**config.mk**
```make
export PLATFORM = sky130hd
export DESIGN_NAME = cdxa_str_sector_demux_flat
export DESIGN_NICKNAME = d
export VERILOG_FILES = /design/src/sv/cdxa_pkg.sv /design/src/sv/cdxa_if.sv /design/src/sv/cdxa_chan_state.sv /design/src/sv/cdxa_sector_eval.sv /design/src/sv/cdxa_str_sector_demux.sv /design/src/flat_wrapper.sv
export SDC_FILE = /design/constraint.sdc
export NUM_CORES = 1
export LEC_CHECK = 0
export ABC_AREA = 1
export BUFFER_PORTS_ARGS = -buffer_cell sky130_fd_sc_hd__buf_2
export CELL_PAD_IN_SITES_DETAIL_PLACEMENT = 0
export CELL_PAD_IN_SITES_GLOBAL_PLACEMENT = 2
export CORE_UTILIZATION = 32
export CTS_CLUSTER_DIAMETER = 40
export CTS_CLUSTER_SIZE = 8
export DETAILED_ROUTE_END_ITERATION = 16
export PLACE_DENSITY = 0.76
export SYNTH_ARGS = -nofsm -noshare
export SYNTH_HDL_FRONTEND = slang
export SYNTH_SLANG_ARGS = --single-unit
```
**constraint.sdc**
```tcl
create_clock -name i_clk -period 5.45 [get_ports i_clk]
set_clock_uncertainty 0.05 [all_clocks]
set_input_delay 0.2725 -clock i_clk [delete_from_list [all_inputs] [get_ports i_clk]]
set_output_delay 0.2725 -clock i_clk [all_outputs]
set_load 0.1 [all_outputs]
```
**src/sv/cdxa_pkg.sv**
```systemverilog
// ----------------------------------------------------------------------------
// CD-XA sector demux package
// Shared types, status codes and constants for the sector demux block.
// ----------------------------------------------------------------------------
package cdxa_pkg;

    // Default number of channels that can carry registered streams.
    localparam int CHANNELS_DEF = 32;

    // Sector and video chunk constants.
    localparam logic [10:0] CHUNK_BYTES    = 11'h7E0;
    localparam logic [7:0]  TYPE_MASK      = 8'h0E;
    localparam logic [7:0]  TYPE_DATA      = 8'h08;
    localparam logic [7:0]  TYPE_AUDIO     = 8'h04;
    localparam logic [7:0]  TYPE_VIDEO     = 8'h02;
    localparam logic [31:0] VIDEO_MAGIC    = 32'h8001_0160;
    localparam logic [11:0] SECTOR_PAYLOAD = 12'd2304;
    localparam logic [15:0] RATE_HALF      = 16'd18900;
    localparam logic [15:0] RATE_FULL      = 16'd37800;
    localparam logic [3:0]  BITS_EIGHT     = 4'd8;
    localparam logic [3:0]  BITS_FOUR      = 4'd4;

    // Operation codes.
    typedef enum logic {
        OP_SCAN  = 1'b0,
        OP_DEMUX = 1'b1
    } t_op;

    // Result status codes.
    typedef enum logic [2:0] {
        ST_IGNORED    = 3'd0,
        ST_VIDEO_CHNK = 3'd1,
        ST_AUDIO_SECT = 3'd2,
        ST_VIDEO_REG  = 3'd3,
        ST_AUDIO_REG  = 3'd4,
        ST_BAD_CHAN   = 3'd5
    } t_status;

    // One decoded sector header.
    typedef struct packed {
        logic        operation;
        logic [7:0]  channel;
        logic [7:0]  submode;
        logic [7:0]  coding_info;
        logic [31:0] magic_word;
        logic [15:0] chunk_index;
        logic [15:0] chunk_count;
        logic [31:0] frame_bytes;
        logic [15:0] width_in;
        logic [15:0] height_in;
    } t_sector_in;

    // One result word.
    typedef struct packed {
        logic [2:0]  status;
        logic [5:0]  stream_number;
        logic        frame_start;
        logic [26:0] dest_offset;
        logic [11:0] copy_length;
        logic        frame_done;
        logic [31:0] frame_stamp;
        logic [15:0] sample_rate;
        logic        stereo;
        logic [3:0]  sample_bits;
        logic [15:0] width_out;
        logic [15:0] height_out;
    } t_sector_out;

    // State changes requested by one sector.
    typedef struct packed {
        logic set_video;
        logic set_audio;
        logic open_frame;
        logic close_frame;
        logic bump_stamp;
    } t_state_upd;

endpackage

```
**src/sv/cdxa_if.sv**
```systemverilog
// ----------------------------------------------------------------------------
// CD-XA sector demux channels
// Valid/ready channels for sector headers and result words.
// ----------------------------------------------------------------------------

// Sector header channel.
interface cdxa_sector_if;
    logic                  valid;
    logic                  ready;
    cdxa_pkg::t_sector_in  data;

    modport source (output valid, output data, input ready);
    modport sink   (input valid, input data, output ready);
endinterface

// Result channel.
interface cdxa_result_if;
    logic                  valid;
    logic                  ready;
    cdxa_pkg::t_sector_out data;

    modport source (output valid, output data, input ready);
    modport sink   (input valid, input data, output ready);
endinterface

```
**src/sv/cdxa_chan_state.sv**
```systemverilog
// ----------------------------------------------------------------------------
// CD-XA channel state
// Per-channel registration and open-frame bits plus the frame stamp counter.
// ----------------------------------------------------------------------------
module cdxa_chan_state #(
    parameter int CHANNELS = cdxa_pkg::CHANNELS_DEF
) (
    input  logic                    i_clk,
    input  logic                    i_rst_n,
    input  logic                    i_commit,
    input  cdxa_pkg::t_state_upd    i_upd,
    input  logic [CHANNELS-1:0]     i_mask,
    output logic [CHANNELS-1:0]     o_video_reg,
    output logic [CHANNELS-1:0]     o_audio_reg,
    output logic [CHANNELS-1:0]     o_frame_open,
    output logic [31:0]             o_stamp
);

    logic [CHANNELS-1:0] r_video_reg, n_video_reg;
    logic [CHANNELS-1:0] r_audio_reg, n_audio_reg;
    logic [CHANNELS-1:0] r_frame_open, n_frame_open;
    logic [31:0]         r_stamp, n_stamp;

    // Next state: a frame that opens and closes on one chunk ends closed.
    always_comb begin
        n_video_reg  = r_video_reg  | (i_upd.set_video  ? i_mask : '0);
        n_audio_reg  = r_audio_reg  | (i_upd.set_audio  ? i_mask : '0);
        n_frame_open = (r_frame_open | (i_upd.open_frame ? i_mask : '0))
                       & ~(i_upd.close_frame ? i_mask : '0);
        n_stamp      = i_upd.bump_stamp ? r_stamp + 32'd1 : r_stamp;
    end

    // State registers.
    always_ff @(posedge i_clk) begin
        if (!i_rst_n) begin
            r_video_reg  <= '0;
            r_audio_reg  <= '0;
            r_frame_open <= '0;
            r_stamp      <= '0;
        end else if (i_commit) begin
            r_video_reg  <= n_video_reg;
            r_audio_reg  <= n_audio_reg;
            r_frame_open <= n_frame_open;
            r_stamp      <= n_stamp;
        end
    end

    assign o_video_reg  = r_video_reg;
    assign o_audio_reg  = r_audio_reg;
    assign o_frame_open = r_frame_open;
    assign o_stamp      = r_stamp;

endmodule

```
**src/sv/cdxa_sector_eval.sv**
```systemverilog
// ----------------------------------------------------------------------------
// CD-XA sector evaluation
// Classifies one sector header against the channel state and forms the
// result word and the state changes it causes.
// ----------------------------------------------------------------------------
module cdxa_sector_eval #(
    parameter int CHANNELS = cdxa_pkg::CHANNELS_DEF
) (
    input  cdxa_pkg::t_sector_in    i_item,
    input  logic [CHANNELS-1:0]     i_video_reg,
    input  logic [CHANNELS-1:0]     i_audio_reg,
    input  logic [CHANNELS-1:0]     i_frame_open,
    input  logic [31:0]             i_stamp,
    output cdxa_pkg::t_sector_out   o_res,
    output cdxa_pkg::t_state_upd    o_upd,
    output logic [CHANNELS-1:0]     o_mask
);

    localparam int ChIdxW = (CHANNELS > 1) ? $clog2(CHANNELS) : 1;

    logic [7:0]          w_type;
    logic                w_is_video;
    logic                w_is_audio;
    logic                w_ch_ok;
    logic [CHANNELS-1:0] w_one;
    logic [CHANNELS-1:0] w_mask;
    logic                w_v_hit;
    logic                w_a_hit;
    logic                w_f_open;
    logic [26:0]         w_off;
    logic [31:0]         w_off_ext;
    logic [31:0]         w_rem;
    logic [11:0]         w_len;
    logic                w_last;

    // Sector type and channel decode.
    always_comb begin
        w_type     = i_item.submode & cdxa_pkg::TYPE_MASK;
        w_is_video = (w_type == cdxa_pkg::TYPE_DATA) || (w_type == cdxa_pkg::TYPE_VIDEO);
        w_is_audio = (w_type == cdxa_pkg::TYPE_AUDIO);
        w_ch_ok    = {1'b0, i_item.channel} < 9'(CHANNELS);
        w_one      = '0;
        w_one[0]   = 1'b1;
        w_mask     = w_ch_ok ? (w_one << i_item.channel[ChIdxW-1:0]) : '0;
        w_v_hit    = |(i_video_reg & w_mask);
        w_a_hit    = |(i_audio_reg & w_mask);
        w_f_open   = |(i_frame_open & w_mask);
    end

    // Video chunk placement: offset, clamped copy length and last-chunk test.
    always_comb begin
        w_off     = {11'd0, i_item.chunk_index} * {16'd0, cdxa_pkg::CHUNK_BYTES};
        w_off_ext = {5'd0, w_off};
        w_rem     = i_item.frame_bytes - w_off_ext;
        if (i_item.frame_bytes > w_off_ext) begin
            if (w_rem > {21'd0, cdxa_pkg::CHUNK_BYTES}) begin
                w_len = {1'b0, cdxa_pkg::CHUNK_BYTES};
            end else begin
                w_len = w_rem[11:0];
            end
        end else begin
            w_len = '0;
        end
        w_last = (i_item.chunk_count != 16'd0)
                 && (i_item.chunk_index == i_item.chunk_count - 16'd1);
    end

    // Result word and state changes.
    always_comb begin
        o_res = '0;
        o_upd = '0;
        if (!w_ch_ok) begin
            if (i_item.operation == cdxa_pkg::OP_SCAN) begin
                o_res.status = cdxa_pkg::ST_BAD_CHAN;
            end
        end else if (i_item.operation == cdxa_pkg::OP_SCAN) begin
            if (w_is_video && (i_item.magic_word == cdxa_pkg::VIDEO_MAGIC) && !w_v_hit) begin
                o_upd.set_video     = 1'b1;
                o_res.status        = cdxa_pkg::ST_VIDEO_REG;
                o_res.stream_number = i_item.channel[5:0] + 6'd32;
                o_res.width_out     = i_item.width_in;
                o_res.height_out    = i_item.height_in;
            end else if (w_is_audio && !w_a_hit) begin
                o_upd.set_audio     = 1'b1;
                o_res.status        = cdxa_pkg::ST_AUDIO_REG;
                o_res.stream_number = i_item.channel[5:0];
                o_res.sample_rate   = i_item.coding_info[2] ? cdxa_pkg::RATE_HALF
                                                            : cdxa_pkg::RATE_FULL;
                o_res.stereo        = i_item.coding_info[0];
                o_res.sample_bits   = i_item.coding_info[4] ? cdxa_pkg::BITS_EIGHT
                                                            : cdxa_pkg::BITS_FOUR;
            end
        end else begin
            if (w_is_video && w_v_hit) begin
                o_res.status        = cdxa_pkg::ST_VIDEO_CHNK;
                o_res.stream_number = i_item.channel[5:0] + 6'd32;
                o_res.frame_start   = !w_f_open;
                o_upd.open_frame    = !w_f_open;
                o_res.dest_offset   = w_off;
                o_res.copy_length   = w_len;
                if (w_last) begin
                    o_res.frame_done  = 1'b1;
                    o_res.frame_stamp = i_stamp;
                    o_upd.bump_stamp  = 1'b1;
                    o_upd.close_frame = 1'b1;
                end
            end else if (w_is_audio && w_a_hit) begin
                o_res.status        = cdxa_pkg::ST_AUDIO_SECT;
                o_res.stream_number = i_item.channel[5:0];
                o_res.copy_length   = cdxa_pkg::SECTOR_PAYLOAD;
            end
        end
    end

    assign o_mask = w_mask;

endmodule

```
**src/sv/cdxa_str_sector_demux.sv**
```systemverilog
// ----------------------------------------------------------------------------
// CD-XA sector stream demux
// Registers audio and video streams per channel and routes sector headers
// to them, placing video chunks inside their frame buffers.
// ----------------------------------------------------------------------------
// The block takes one sector header word per cycle, stalls aside, and
// returns one result word per header: a header is captured in the input
// register, evaluated against the per-channel state in one pass, and the
// result lands in the output register while the state updates at the same
// edge, so the next header sees it. The only stall comes from the result
// side: while a result waits and the sink is not ready, one more header is
// held in the input register before ready drops.
module cdxa_str_sector_demux #(
    parameter int CHANNELS = cdxa_pkg::CHANNELS_DEF
) (
    input  logic          i_clk,
    input  logic          i_rst_n,
    cdxa_sector_if.sink   i_sec,
    cdxa_result_if.source o_res
);

    logic                  r_in_valid;
    cdxa_pkg::t_sector_in  r_in;
    logic                  r_out_valid;
    cdxa_pkg::t_sector_out r_out;

    logic                  w_adv;
    logic                  w_commit;
    cdxa_pkg::t_sector_out w_res;
    cdxa_pkg::t_state_upd  w_upd;
    logic [CHANNELS-1:0]   w_mask;
    logic [CHANNELS-1:0]   w_video_reg;
    logic [CHANNELS-1:0]   w_audio_reg;
    logic [CHANNELS-1:0]   w_frame_open;
    logic [31:0]           w_stamp;

    // Pipeline advance: the result register is free or being drained.
    assign w_adv       = !r_out_valid || o_res.ready;
    assign w_commit    = r_in_valid && w_adv;
    assign i_sec.ready = !r_in_valid || w_adv;

    // Valid flags of both stages.
    always_ff @(posedge i_clk) begin
        if (!i_rst_n) begin
            r_in_valid  <= 1'b0;
            r_out_valid <= 1'b0;
        end else begin
            if (i_sec.ready) begin
                r_in_valid <= i_sec.valid;
            end
            if (w_adv) begin
                r_out_valid <= r_in_valid;
            end
        end
    end

    // Payload registers.
    always_ff @(posedge i_clk) begin
        if (i_sec.valid && i_sec.ready) begin
            r_in <= i_sec.data;
        end
        if (w_commit) begin
            r_out <= w_res;
        end
    end

    // Per-channel state.
    cdxa_chan_state #(
        .CHANNELS (CHANNELS)
    ) u_state (
        .i_clk        (i_clk),
        .i_rst_n      (i_rst_n),
        .i_commit     (w_commit),
        .i_upd        (w_upd),
        .i_mask       (w_mask),
        .o_video_reg  (w_video_reg),
        .o_audio_reg  (w_audio_reg),
        .o_frame_open (w_frame_open),
        .o_stamp      (w_stamp)
    );

    // Header evaluation.
    cdxa_sector_eval #(
        .CHANNELS (CHANNELS)
    ) u_eval (
        .i_item       (r_in),
        .i_video_reg  (w_video_reg),
        .i_audio_reg  (w_audio_reg),
        .i_frame_open (w_frame_open),
        .i_stamp      (w_stamp),
        .o_res        (w_res),
        .o_upd        (w_upd),
        .o_mask       (w_mask)
    );

    assign o_res.valid = r_out_valid;
    assign o_res.data  = r_out;

    // The stamp counter moves by one exactly when a committed chunk ends a frame.
    a_stamp_step: assert property (@(posedge i_clk) disable iff (!i_rst_n)
        (w_commit && w_upd.bump_stamp) |=> (w_stamp == $past(w_stamp) + 32'd1))
        else $error("frame stamp did not advance on a completed frame");

    // Registration bits only ever get set.
    a_reg_sticky: assert property (@(posedge i_clk) disable iff (!i_rst_n)
        $past(i_rst_n) |-> (((w_video_reg & $past(w_video_reg)) == $past(w_video_reg))
                         && ((w_audio_reg & $past(w_audio_reg)) == $past(w_audio_reg))))
        else $error("a stream registration was lost");

    // A frame stamp appears only on a video chunk that completes a frame.
    a_stamp_only_done: assert property (@(posedge i_clk) disable iff (!i_rst_n)
        (r_out_valid && !r_out.frame_done) |-> (r_out.frame_stamp == 32'd0))
        else $error("frame stamp given without a completed frame");

    // A video chunk never copies more than one chunk of payload.
    a_chunk_len: assert property (@(posedge i_clk) disable iff (!i_rst_n)
        (r_out_valid && (r_out.status == cdxa_pkg::ST_VIDEO_CHNK))
        |-> (r_out.copy_length <= {1'b0, cdxa_pkg::CHUNK_BYTES}))
        else $error("video copy length exceeds chunk size");

endmodule

```
**src/flat_wrapper.sv**
```systemverilog
// flat-port wrapper written by rule: the top's interface ports become plain ports
module cdxa_str_sector_demux_flat 
#(
    parameter int CHANNELS = cdxa_pkg::CHANNELS_DEF
)
  (i_clk, i_rst_n, i_sec_valid, i_sec_data, i_sec_ready, o_res_valid, o_res_data, o_res_ready);
  cdxa_sector_if i_sec_i ();
  cdxa_result_if o_res_i ();
  input  logic i_clk;
  input  logic i_rst_n;
  input wire logic [$bits(i_sec_i.valid)-1:0] i_sec_valid;
  input wire logic [$bits(i_sec_i.data)-1:0] i_sec_data;
  output wire logic [$bits(i_sec_i.ready)-1:0] i_sec_ready;
  output wire logic [$bits(o_res_i.valid)-1:0] o_res_valid;
  output wire logic [$bits(o_res_i.data)-1:0] o_res_data;
  input wire logic [$bits(o_res_i.ready)-1:0] o_res_ready;
  assign i_sec_i.valid = i_sec_valid;
  assign i_sec_i.data = i_sec_data;
  assign i_sec_ready = i_sec_i.ready;
  assign o_res_valid = o_res_i.valid;
  assign o_res_data = o_res_i.data;
  assign o_res_i.ready = o_res_ready;
  cdxa_str_sector_demux #(.CHANNELS(CHANNELS)) u_core (.i_clk(i_clk), .i_rst_n(i_rst_n), .i_sec(i_sec_i), .o_res(o_res_i));
endmodule
```
Word level (Yosys, flattened, before mapping)

Index checks and enable logic that the tools add are counted.
Widths: inputs -> output; s select.

Add/sub/neg operators: 4
Multipliers: 1
$lt $le $gt $ge: 3
Equality and inequality tests: 5
Shift-type cells: 1
Multiplexer cells: 27
Bitwise logic cells: 11
Reductions and logical operators: 26

Operator list:

| cell                  | number |
|---|---|
| $mux 32               | 5 |
| $and 32x32->32        | 4 |
| $or 32x32->32         | 3 |
| $reduce_or 32->1      | 3 |
| $mux 12               | 4 |
| $mux 9                | 4 |
| $mux 33               | 1 |
| $add 32x1->32 const B | 1 |
| $eq 32x32->1 const B  | 1 |
| $gt 32x11->1 const B  | 1 |
| $gt 32x27->1          | 1 |
| $not 32->32           | 1 |
| $shl 1x5->32 const A  | 1 |
| $sub 32x27->32        | 1 |
| $mul 16x6->22 const B | 1 |
| $eq 16x16->1          | 1 |
| $mux 16               | 1 |
| $reduce_bool 16->1    | 1 |
| $sub 16x1->16 const B | 1 |
| $mux 3                | 4 |
| $logic_and 1x1->1     | 8 |
| $lt 8x6->1 const B    | 1 |
| $mux 8                | 1 |
| $add 6x6->6 const B   | 1 |
| 15 further kinds      | 27 |

Register bits: 411
Input bits: 157
Output and inout bits: 137
Logic and storage cells: 107

Depth between registers and ports, before layout

Gate-level depths: netlist of the first run.

Depth after elaboration: 13
Mapped depth: 34
Depth with buffers taken out: 34

Cells and area by module

A second synthesis of the first run with hierarchy kept.

Cells, all modules: 2,290
Area, all modules: 20,998.9 um^2

Modules (own cells, without submodules):

| module                | times used | cells an instance | area an instance (um^2) | sequential area each (um^2) |
|---|---|---|---|---|
| cdxa_str_sector_demux | 1          | 301               | 8,743.4                 | 8,688.3 |
| cdxa_sector_eval      | 1          | 1,278             | 7,045.5                 | 0.0 |
| cdxa_chan_state       | 1          | 711               | 5,210.0                 | 2,562.5 |

Worst setup path before layout of the first run

Ideal clock, no wire load.

Path kind: reg2reg
Start point: register u_core.r_in[83] (netlist bit)
End point: register u_core.r_out, in the netlist u_core.o_res.data[91], data pin
Setup time: 255 ps
Data arrival time: 4,957 ps
Required time: 5,145 ps
Slack: 188 ps
Stages on the path, launching flop included: 34
Buffers on the path: 0
Period minus slack after synthesis: 5,262 ps
Cells stage by stage: edfxtp_1 -> inv_1 -> fa_1 -> inv_1 -> fa_1 -> inv_1 -> fa_1 -> inv_1 -> ha_1 -> nand2_1 -> nor2_1 -> nand2_1 -> nand3_1 -> nand2_1 -> nand2_1 -> nand3_1 -> nand2_1 -> a21oi_1 -> nor2_1 -> nor2_1 -> xor2_1 -> ha_1 -> inv_1 -> o21bai_1 -> inv_1 -> nand2_1 -> a21oi_1 -> nand3_1 -> nand2_1 -> nand2_1 -> nor2_1 -> nand3_2 -> nor2_1 -> nor2_1

Cells in the longest elaborated chain, start to end: 6
Elaborated cells between the ends (all ways): 7
Those cells by class: add/sub (1); mul (1); order compare (2); mux (3)

RTL lines:

| element                | line                        | source |
|---|---|---|
| from (decl)            | cdxa_str_sector_demux.sv:23 | `cdxa_pkg::t_sector_in r_in;` |
| from (signal assigned) | cdxa_str_sector_demux.sv:60 | `r_in <= i_sec.data;` |
| $mul 16x6->22 *        | cdxa_sector_eval.sv:52      | `w_off = {11'd0, i_item.chunk_index} * {16'd0, cdxa_pkg::CHUNK_BYTES};` |
| $sub 32x27->32         | cdxa_sector_eval.sv:54      | `w_rem = i_item.frame_bytes - w_off_ext;` |
| $gt 32x11->1           | cdxa_sector_eval.sv:56      | `if (w_rem > {21'd0, cdxa_pkg::CHUNK_BYTES}) begin` |
| $mux 12                | cdxa_sector_eval.sv:56      |  |
| $mux 12 *              | cdxa_sector_eval.sv:55      | `if (i_item.frame_bytes > w_off_ext) begin` |
| $mux 12 *              | cdxa_sector_eval.sv:94      | `if (w_is_video && w_v_hit) begin` |
| to (signal assigned)   | cdxa_str_sector_demux.sv:63 | `r_out <= w_res;` |
| to (decl)              | cdxa_str_sector_demux.sv:25 | `cdxa_pkg::t_sector_out r_out;` |

Every way passes the cells marked *; elsewhere a longest branch is shown, timed or not.
A chain may end at the register's enable or synchronous reset.

Final worst setup path of the first run

Start point: register u_core.r_in[86] (netlist bit)
End point: register u_core.r_out, in the netlist u_core.o_res.data[95], data pin

The elaborated chain is that of the path after synthesis.

==> results.json, run 1 <==
{
  "cap_viol_max_count": 0,
  "placed_cells": 3467,
  "ys.flop_type": "edfxtp_1",
  "hp-class": "in -> reg",
  "syn_area_um2": 20300,
  "largest_register_ffs": 143,
  "clock_sinks": 388,
  "place.gp.congestion": 0.825,
  "drcViolationCount": 0,
  "critPathSlowestCell": "fa_1",
  "slew_headroom_pct": 28.9,
  "required_ns": 5.77,
  "grt_pass1_wl_um": 93700,
  "synth_top_family_by_area": "simple AND/OR/NAND/NOR gates",
  "powerDensity_nw_per_um2": 530,
  "path_class": "reg -> reg",
  "final.min_clock_period_ns": 5.46,
  "area_delta_synth_final_pct": 40.9,
  "cp.arrival_ns": 5.78,
  "synth.area.top_cells": "edfxtp_1 38%, dfxtp_1 13%, nand2_1 8.2%",
  "cts_buffers": 79,
  "cp-start-kind": "flop",
  "setup_viol": 1,
  "synth.top_cell.area_share_pct": 38.2,
  "track_usage_pct": 18.5,
  "final_cell_mix": "385 x nand2_1, 367 x inv_1, 272 x buf_2, 258 x edfxtp_1, 254 x nor2_1",
  "crit_top_cell": "nor2_2",
  "tightest_slew_ns": 1.07,
  "clk_latency_ns": 0.61,
  "rsz0062_at_grt": "yes",
  "wl_um": 60200,
  "peakVddDrop_mv": 0.341,
  "cts_tree": "yes",
  "fin_tns_setup_ns": -0.0133,
  "synthSimpleGateAreaFrac_pct": 21.8,
  "die_x_um": 254,
  "layout_commonest_cell": "nand2_1",
  "dieArea_um2": 64400,
  "path_clk_slew_ns": 0.05,
  "num_rows": 91,
  "crit_fanout": 5,
  "detailroute.via_count": 17500,
  "clock.fmax_mhz": 183,
  "worst_setup_path_end_kind": "flop",
  "synth_top_area_cell": "edfxtp_1",
  "first_pass_iters": 7,
  "p_leak_nw": 12.1,
  "ys_async_sr_fraction_pct": 0,
  "regMostFlops": "u_core.r_in",
  "synth-compound-area-share_pct": 7.59,
  "synth_seq_cells": 388,
  "synthDistinctLibCells": 53,
  "yosysSeqAreaShare_pct": 51.0,
  "antenna_found_initial": 4,
  "start_util_pct": 32.6,
  "drt-initial-drc-count": 801,
  "synth_xor_area_share_pct": 2.72,
  "vias_per_cell": 4.60,
  "pre_cts_ws_ns": -0.395,
  "p_total_mw": 15.2,
  "postSynthAreaPerCell_um2": 8.83,
  "synthAdderAreaFrac_pct": 7.18,
  "dp_hpwl_um": 41900,
  "cts-root-buf": "clkbuf_16",
  "synth_edf_count": 258,
  "core_area_um2": 62200,
  "muxShareOfSynthArea_pct": 0,
  "finalHoldViolCount": 0,
  "finalWorstSetupSlack_ns": -0.0133,
  "grt_pass1_vias": 17600,
  "overflow": 0,
  "antenna_cells": 0,
  "fin_cells": 3801,
  "wire_per_inst_um": 15.8,
  "slowest_delay_ns": 0.51,
  "clock_path_buffers": 3,
  "drive_gt1_share_pct": 26.4,
  "nets": 3152,
  "drt.antenna.violating_nets": 0,
  "status": "complete, but fails checks",
  "maxSlewViolCount": 0,
  "cts_htree_levels": 3,
  "period_share_pct": 100,
  "dieHeight_um": 254,
  "portBuffers": 272,
  "ioPinCount": 294,
  "yosys_warnings": 0,
  "syn_inst": 2297,
  "grt_max_degree": 73,
  "violations": "negative setup slack"
}
==> synthesized netlist by cell type (all sizes together) (8+ instances only) <==
cell,number
inv,393
xnor2,15
clkbuf,21
nand4,70
nand3b,8
nor2,299
a211oi,32
xor2,48
ha,46
fa,44
buf,56
o21ai,11
edfxtp,258
nand3,116
nor4,26
nand2,447
nor3,35
a21oi,188
o22ai,19
dfxtp,130
==> report_power, final <==
group / internal, mW / switching, mW / total [mW]
combinational: 3.03 / 3.99 / 7.02
sequential: 3.25 / 0.0519 / 3.30
clock: 3.23 / 1.61 / 4.84
total: 9.51 / 5.65 / 15.2
==> cell type report <==
class                           instances  area, um^2
Fill cell                            6013       33600
Sequential cell                       388       10300
Multi-Input combinational cell       1449        8840
Inverter                              393        1490
Clock inverter                         44         552
Clock buffer                           96        2110
Timing Repair Buffer                  594        4200
Tap cell                              837        1050
==> metrics by stage <==
| stage | instance area (um^2) | utilization, % | hold WS [ns] |
|---|---|---|---|
| global placement | 23200 | 37.4 | 0.389 |
| global route | 28600 | 46.0 | 0.298 |
| finish | 28600 | 46.0 | 0.320 |
| floorplan | 20300 | - | 0.321 |
| detailed placement | 23200 | 37.4 | 0.394 |
| CTS | 27900 | 44.9 | 0.284 |
==> routing by layer <==
layer  GRT usage, %  wire length, um
met5              0               47
met4           4.68             1140
met3           4.42             3570
met2           30.2            27800
met1           24.5            27700
==> path summary, 6_finish.rpt <==
path	startpoint	to	slack [ns]	depth (start not counted)
setup / recovery	u_core.r_in[86]$_DFFE_PP_	u_core.o_res.data[95]$_SDFFCE_PP0P_	-0.01	30
hold / removal	i_sec_data[35]	u_core.r_in[35]$_DFFE_PP_	0.32	2
setup reg to reg	u_core.r_in[86]$_DFFE_PP_	u_core.o_res.data[95]$_SDFFCE_PP0P_	-0.01	30
hold reg to reg	u_core.u_state.o_video_reg[21]$_SDFFE_PN0P_	u_core.u_state.o_video_reg[21]$_SDFFE_PN0P_	0.40	2
==> critical path, delay by kind of cell (launching register included) <==
kind / cells / cell delay [ns]
AOI/OAI and AO/OA: 1 / 0.21
buffers and inverters: 5 / 0.46
and+or+nand+nor: 18 / 1.86
DFF: 1 / 0.46
xor gates and xnor gates: 1 / 0.12
adders and majority gates: 5 / 2.04
==> repair_timing <==
action	CTS	global route
hold endpoints to repair	148	0
resized for setup	76	137
endpoints found under the setup margin	11	11
buffers inserted	21	28
pin swaps	37	101
hold buffers	146	0
==> kinds of logic (layout without fill, tap and decap cells) <==
kind of cell	Yosys count	after routing
XOR/XNOR	63	63
AND/OR/NAND/NOR	1014	1014
adder cells (fa/ha/maj)	90	90
flip-flops	388	388
AO/OA/AOI/OAI	271	271
buffers and inverters	470	1127
other	1	11
(Power assumes the default switching activity.)
==> run 2, diff against run 1 <==
--- a/config.mk
+++ b/config.mk
@@ -13,6 +13,7 @@
 export CTS_CLUSTER_DIAMETER = 40
 export CTS_CLUSTER_SIZE = 8
 export DETAILED_ROUTE_END_ITERATION = 16
+export MAX_ROUTING_LAYER = met4
 export PLACE_DENSITY = 0.76
 export SYNTH_ARGS = -nofsm -noshare
 export SYNTH_HDL_FRONTEND = slang
==> run 2 against run 1 <==
- the flow still finishes with violations (negative setup slack)
- first-iteration DRC count up 6.4%
- sequential power about the same
- critical path depth unchanged
- non-clock buffer count unchanged
- worst setup slack worse by 0.0058 ns
- register-to-register slack about the same
- largest power group unchanged
- highest routed layer is now met4
==> results.json, run 2 (synthesis results as in run 1) <==
{
  "status": "complete, but fails checks",
  "violations": "negative setup slack",
  "nets": 3152,
  "cts_htree_levels": 3,
  "vias_per_cell": 4.60,
  "clock.fmax_mhz": 183,
  "die_x_um": 254,
  "finalWorstSetupSlack_ns": -0.0191,
  "drt.antenna.violating_nets": 0,
  "crit_top_cell": "nor2_2",
  "grt_max_degree": 73,
  "dieArea_um2": 64400,
  "setup_viol": 1,
  "overflow": 0,
  "final.min_clock_period_ns": 5.47,
  "drive_gt1_share_pct": 26.4,
  "tightest_slew_ns": 1.09,
  "critPathSlowestCell": "fa_1",
  "grt_pass1_wl_um": 93800,
  "cp-start-kind": "flop",
  "powerDensity_nw_per_um2": 530,
  "required_ns": 5.76,
  "core_area_um2": 62200,
  "slowest_delay_ns": 0.53,
  "dp_hpwl_um": 41900,
  "clk_latency_ns": 0.61,
  "clock_sinks": 388,
  "first_pass_iters": 5,
  "regMostFlops": "u_core.r_in",
  "layout_commonest_cell": "nand2_1",
  "critPathTopFamily": "adder cells",
  "maxSlewViolCount": 0,
  "rsz0062_at_grt": "yes",
  "antenna_found_initial": 5,
  "wl_um": 60200,
  "cp.arrival_ns": 5.78,
  "path_class": "reg -> reg",
  "p_leak_nw": 12.1,
  "clock_path_buffers": 3,
  "place.gp.congestion": 0.838,
  "cts_buffers": 79,
  "wire_per_inst_um": 15.8,
  "grt_pass1_vias": 17600,
  "cts-root-buf": "clkbuf_16",
  "final_area_um2": 28600,
  "area_delta_synth_final_pct": 41.0,
  "peakVddDrop_mv": 0.342,
  "detailroute.via_count": 17500,
  "hp-class": "in -> reg",
  "cts_tree": "yes",
  "final_cell_mix": "385 x nand2_1, 367 x inv_1, 272 x buf_2, 258 x edfxtp_1, 254 x nor2_1",
  "crit_fanout": 5,
  "slew_headroom_pct": 27.5,
  "finalHoldViolCount": 0,
  "start_util_pct": 32.6,
  "ioPinCount": 294,
  "num_rows": 91,
  "drcViolationCount": 0,
  "placedInstanceArea_um2": 23200,
  "pre_cts_ws_ns": -0.395,
  "period_share_pct": 100,
  "portBuffers": 272,
  "track_usage_pct": 19.1,
  "worst_setup_path_end_kind": "flop",
  "dieHeight_um": 254,
  "drt-initial-drc-count": 852,
  "cap_viol_max_count": 0,
  "path_buf_inv": 5,
  "path_clk_slew_ns": 0.05,
  "largest_register_ffs": 143
}
==> run 2: changes by cell type in the layout (fill, tap and decap cells not counted) <==
cell,previous run,this run
diode_2,0,4
==> run 2: worst paths after layout <==
kind | from | to | slack [ns] | cells after the start
worst min register to register | u_core.u_state.o_video_reg[21]$_SDFFE_PN0P_ | u_core.u_state.o_video_reg[21]$_SDFFE_PN0P_ | 0.40 | 2
worst max register to register | u_core.r_in[83]$_DFFE_PP_ | u_core.o_res.data[95]$_SDFFCE_PP0P_ | -0.02 | 30
worst min-delay path | i_sec_data[35] | u_core.r_in[35]$_DFFE_PP_ | 0.32 | 2
worst max-delay path | u_core.r_in[83]$_DFFE_PP_ | u_core.o_res.data[95]$_SDFFCE_PP0P_ | -0.02 | 30
==> run 2: area by class of cell <==
cell class | count | area, um^2
antenna | 4 | 10.0
clock buffer | 96 | 2110
clock inverter | 44 | 552
fill | 6011 | 33600
inverter | 393 | 1490
multi-input combinational | 1449 | 8840
sequential | 388 | 10300
tap | 837 | 1050
timing repair buffer | 594 | 4200
==> run 2: per-stage QoR <==
| step | util [%] | setup TNS [ns] | power, mW | std cells | hold WS (ns) |
|---|---|---|---|---|---|
| floorplan | - | 0 | 6.72 | 2307 | 0.321 |
| global placement | 37.4 | -3.11 | 8.65 | 3467 | 0.389 |
| detailed placement | 37.4 | -3.89 | 8.67 | 3467 | 0.394 |
| CTS | 44.9 | -0.267 | 14.3 | 3774 | 0.284 |
| global route | 46.0 | -3.15 | 16.2 | 3805 | 0.298 |
| finish | 46.0 | -0.0191 | 15.2 | 3805 | 0.323 |
==> run 2: what timing repair did <==
action,CTS,global route
endpoints found under the hold margin,148,0
pin swaps,37,101
hold buffers,146,0
setup endpoints to repair,11,11
gates resized for setup,76,137
setup buffers,21,28
==> run 2: power breakdown <==
part	internal (mW)	switching [mW]	total, mW
logic	3.03	3.99	7.02
registers	3.25	0.0518	3.30
clock network	3.23	1.61	4.83
total	9.51	5.65	15.2
==> run 2: per-layer routing <==
layer | vias to the layer above | GRT usage (%) | part of all wire (%)
met4 | 0 | 4.68 | 1.9
met2 | 439 | 30.2 | 46
li1 | 8755 | - | -
met1 | 8229 | 24.5 | 46
met5 | - | - | 0
met3 | 93 | 4.45 | 6.0
==> run 3, diff against run 2 <==
--- a/config.mk
+++ b/config.mk
@@ -9,6 +9,7 @@
 export BUFFER_PORTS_ARGS = -buffer_cell sky130_fd_sc_hd__buf_2
 export CELL_PAD_IN_SITES_DETAIL_PLACEMENT = 0
 export CELL_PAD_IN_SITES_GLOBAL_PLACEMENT = 2
+export CORE_ASPECT_RATIO = 0.6
 export CORE_UTILIZATION = 32
 export CTS_CLUSTER_DIAMETER = 40
 export CTS_CLUSTER_SIZE = 8
==> run 3 against run 2 <==
- the run still ends with negative setup slack left
- total power decreased by 1.9%
- fmax decreased by 1.2%
- die area about the same
- design area decreased by 0.11%
- combinational power increased by 8.1%
- first-iteration DRC count increased by 51%
- global-route usage increased by 1.4 points
- largest cell class unchanged
==> results.json, run 3 (synthesis results as in run 1) <==
{
  "critPathTopFamily": "adder cells",
  "critPathSlowestCell": "fa_1",
  "ioPinCount": 294,
  "violations": "negative setup slack",
  "cts_tree": "yes",
  "slowest_delay_ns": 0.52,
  "finalWorstSetupSlack_ns": -0.0879,
  "seqPwrFrac_pct": 22.2,
  "num_rows": 71,
  "track_usage_pct": 20.4,
  "period_share_pct": 102,
  "drive_gt1_share_pct": 26.8,
  "grt_max_degree": 99,
  "setup.worst_path.start": "u_core.r_in[84]$_DFFE_PP_",
  "area_delta_synth_final_pct": 40.8,
  "regMostFlops": "u_core.r_in",
  "clock.fmax_mhz": 181,
  "finalHoldViolCount": 0,
  "r2r-start": "u_core.r_in[84]$_DFFE_PP_",
  "antenna_cells": 0,
  "cts_htree_levels": 3,
  "crit_fanout": 5,
  "internal_power_mw": 9.01,
  "cp.arrival_ns": 5.83,
  "cp-start-kind": "flop",
  "largest_register_ffs": 143,
  "clock_sinks": 388,
  "swShare_pct": 39.4,
  "final.min_clock_period_ns": 5.54,
  "dieHeight_um": 197,
  "start_util_pct": 32.4,
  "wire_per_inst_um": 17.0,
  "path_buf_inv": 7,
  "slew_headroom_pct": 25.6,
  "nets": 3196,
  "drcViolationCount": 0,
  "final_cell_mix": "387 x nand2_1, 371 x inv_1, 272 x buf_2, 258 x edfxtp_1, 257 x nor2_1",
  "cts-root-buf": "clkbuf_16",
  "layout_commonest_cell": "nand2_1",
  "setup_viol": 11,
  "first_pass_iters": 5,
  "antenna_found_initial": 1,
  "placed_cells": 3512,
  "powerDensity_nw_per_um2": 521,
  "clk_latency_ns": 0.60,
  "vias_per_cell": 4.67,
  "wl_um": 65200,
  "grt_pass1_wl_um": 98500,
  "pwr-share-comb_pct": 51.1,
  "detailroute.via_count": 17900,
  "required_ns": 5.74,
  "core_area_um2": 62600,
  "cts_buffers": 67,
  "fin_cells": 3833,
  "placedInstanceArea_um2": 23600,
  "peakVddDrop_mv": 0.373,
  "tightest_slew_ns": 1.12,
  "p_sw_mw": 5.87,
  "path_clk_slew_ns": 0.05,
  "path_class": "reg -> reg",
  "drt.antenna.violating_nets": 0,
  "p_leak_nw": 12.1,
  "portBuffers": 272,
  "final_area_um2": 28600,
  "die_x_um": 327,
  "overflow": 0,
  "fin_util_pct": 45.6,
  "drt-initial-drc-count": 1284,
  "maxSlewViolCount": 0,
  "cap_viol_max_count": 0,
  "dp_hpwl_um": 46000,
  "status": "complete, but fails checks",
  "hp-class": "in -> reg",
  "p_clk_share_pct": 26.7,
  "worst_setup_path_end_kind": "flop",
  "grt_pass1_vias": 17200,
  "min_from": "i_sec_data[40]",
  "dieArea_um2": 64400,
  "rsz0062_at_grt": "yes",
  "place.gp.congestion": 0.873,
  "whs_ns": 0.329,
  "clock_path_buffers": 3
}
-- run 3: cell types whose count changed in the layout (fill, tap and decap cells not counted), sizes merged --
cell | before | now
clkbuf | 96 | 95
bufinv | 10 | 4
clkinvlp | 6 | 2
inv | 397 | 396
diode | 4 | 0
buf | 448 | 501
clkinv | 24 | 13
-- run 3: area by class of cell --
class,count,area (um^2)
Fill cell,6102,34100
Tap cell,839,1050
Multi-Input combinational cell,1449,8900
Clock inverter,22,263
Inverter,393,1490
Sequential cell,388,10300
Clock buffer,92,1810
Timing Repair Buffer,650,4700
-- run 3: through the flow --
step,setup slack [ns],total power [mW],setup TNS (ns)
detailed placement,-0.533,9.18,-5.41
CTS,-0.0611,14.4,-0.156
finish,-0.0879,14.9,-0.570
floorplan,0.188,6.72,0
global route,-0.360,15.9,-3.70
global placement,-0.420,9.19,-4.18
-- run 3: routing by layer --
| metal | vias up | GRT usage [%] | wire length [um] |
|---|---|---|---|
| li1 | 8849 | - | - |
| met1 | 8434 | 30.8 | 33500 |
| met2 | 541 | 26.9 | 25700 |
| met3 | 81 | 4.89 | 4830 |
| met4 | 0 | 4.98 | 1110 |
| met5 | - | - | 0 |
-- run 3: power groups by stage --
stage | Combinational, mW | Sequential, mW | Clock, mW
2_1_floorplan | 3.13 | 3.59 | 0
3_3_place_gp | 5.83 | 3.35 | 0
3_5_place_dp | 5.83 | 3.36 | 0
4_1_cts | 7.00 | 3.30 | 4.06
5_1_grt | 8.33 | 3.31 | 4.21
6_report | 7.59 | 3.30 | 3.98
-- run 3: timing repair --
action	CTS	global route
hold buffers	146	0
buffers inserted	51	11
gates cloned	0	3
resized for setup	148	79
pin swaps	87	49
setup endpoints to repair	11	102
hold endpoints to repair	148	0
-- run 3: worst paths after layout --
| check | endpoint | slack, ns | cells past startpoint |
|---|---|---|---|
| worst max register to register | u_core.o_res.data[96]$_SDFFCE_PP0P_ | -0.09 | 33 |
| worst min-delay path | u_core.r_in[40]$_DFFE_PP_ | 0.33 | 2 |
| worst max-delay path | u_core.o_res.data[96]$_SDFFCE_PP0P_ | -0.09 | 33 |
| worst min register to register | u_core.u_state.o_video_reg[20]$_SDFFE_PN0P_ | 0.40 | 2 |
-- run 3: worst reg2reg max path, delay by kind of cell, from the launching register on --
family	cells	cell delay (ns)
fa+ha+maj	5	2.11
simple gates	19	1.76
buf+inv	7	0.73
flops	1	0.47
xor+xnor	1	0.13
compound gates	1	0.05
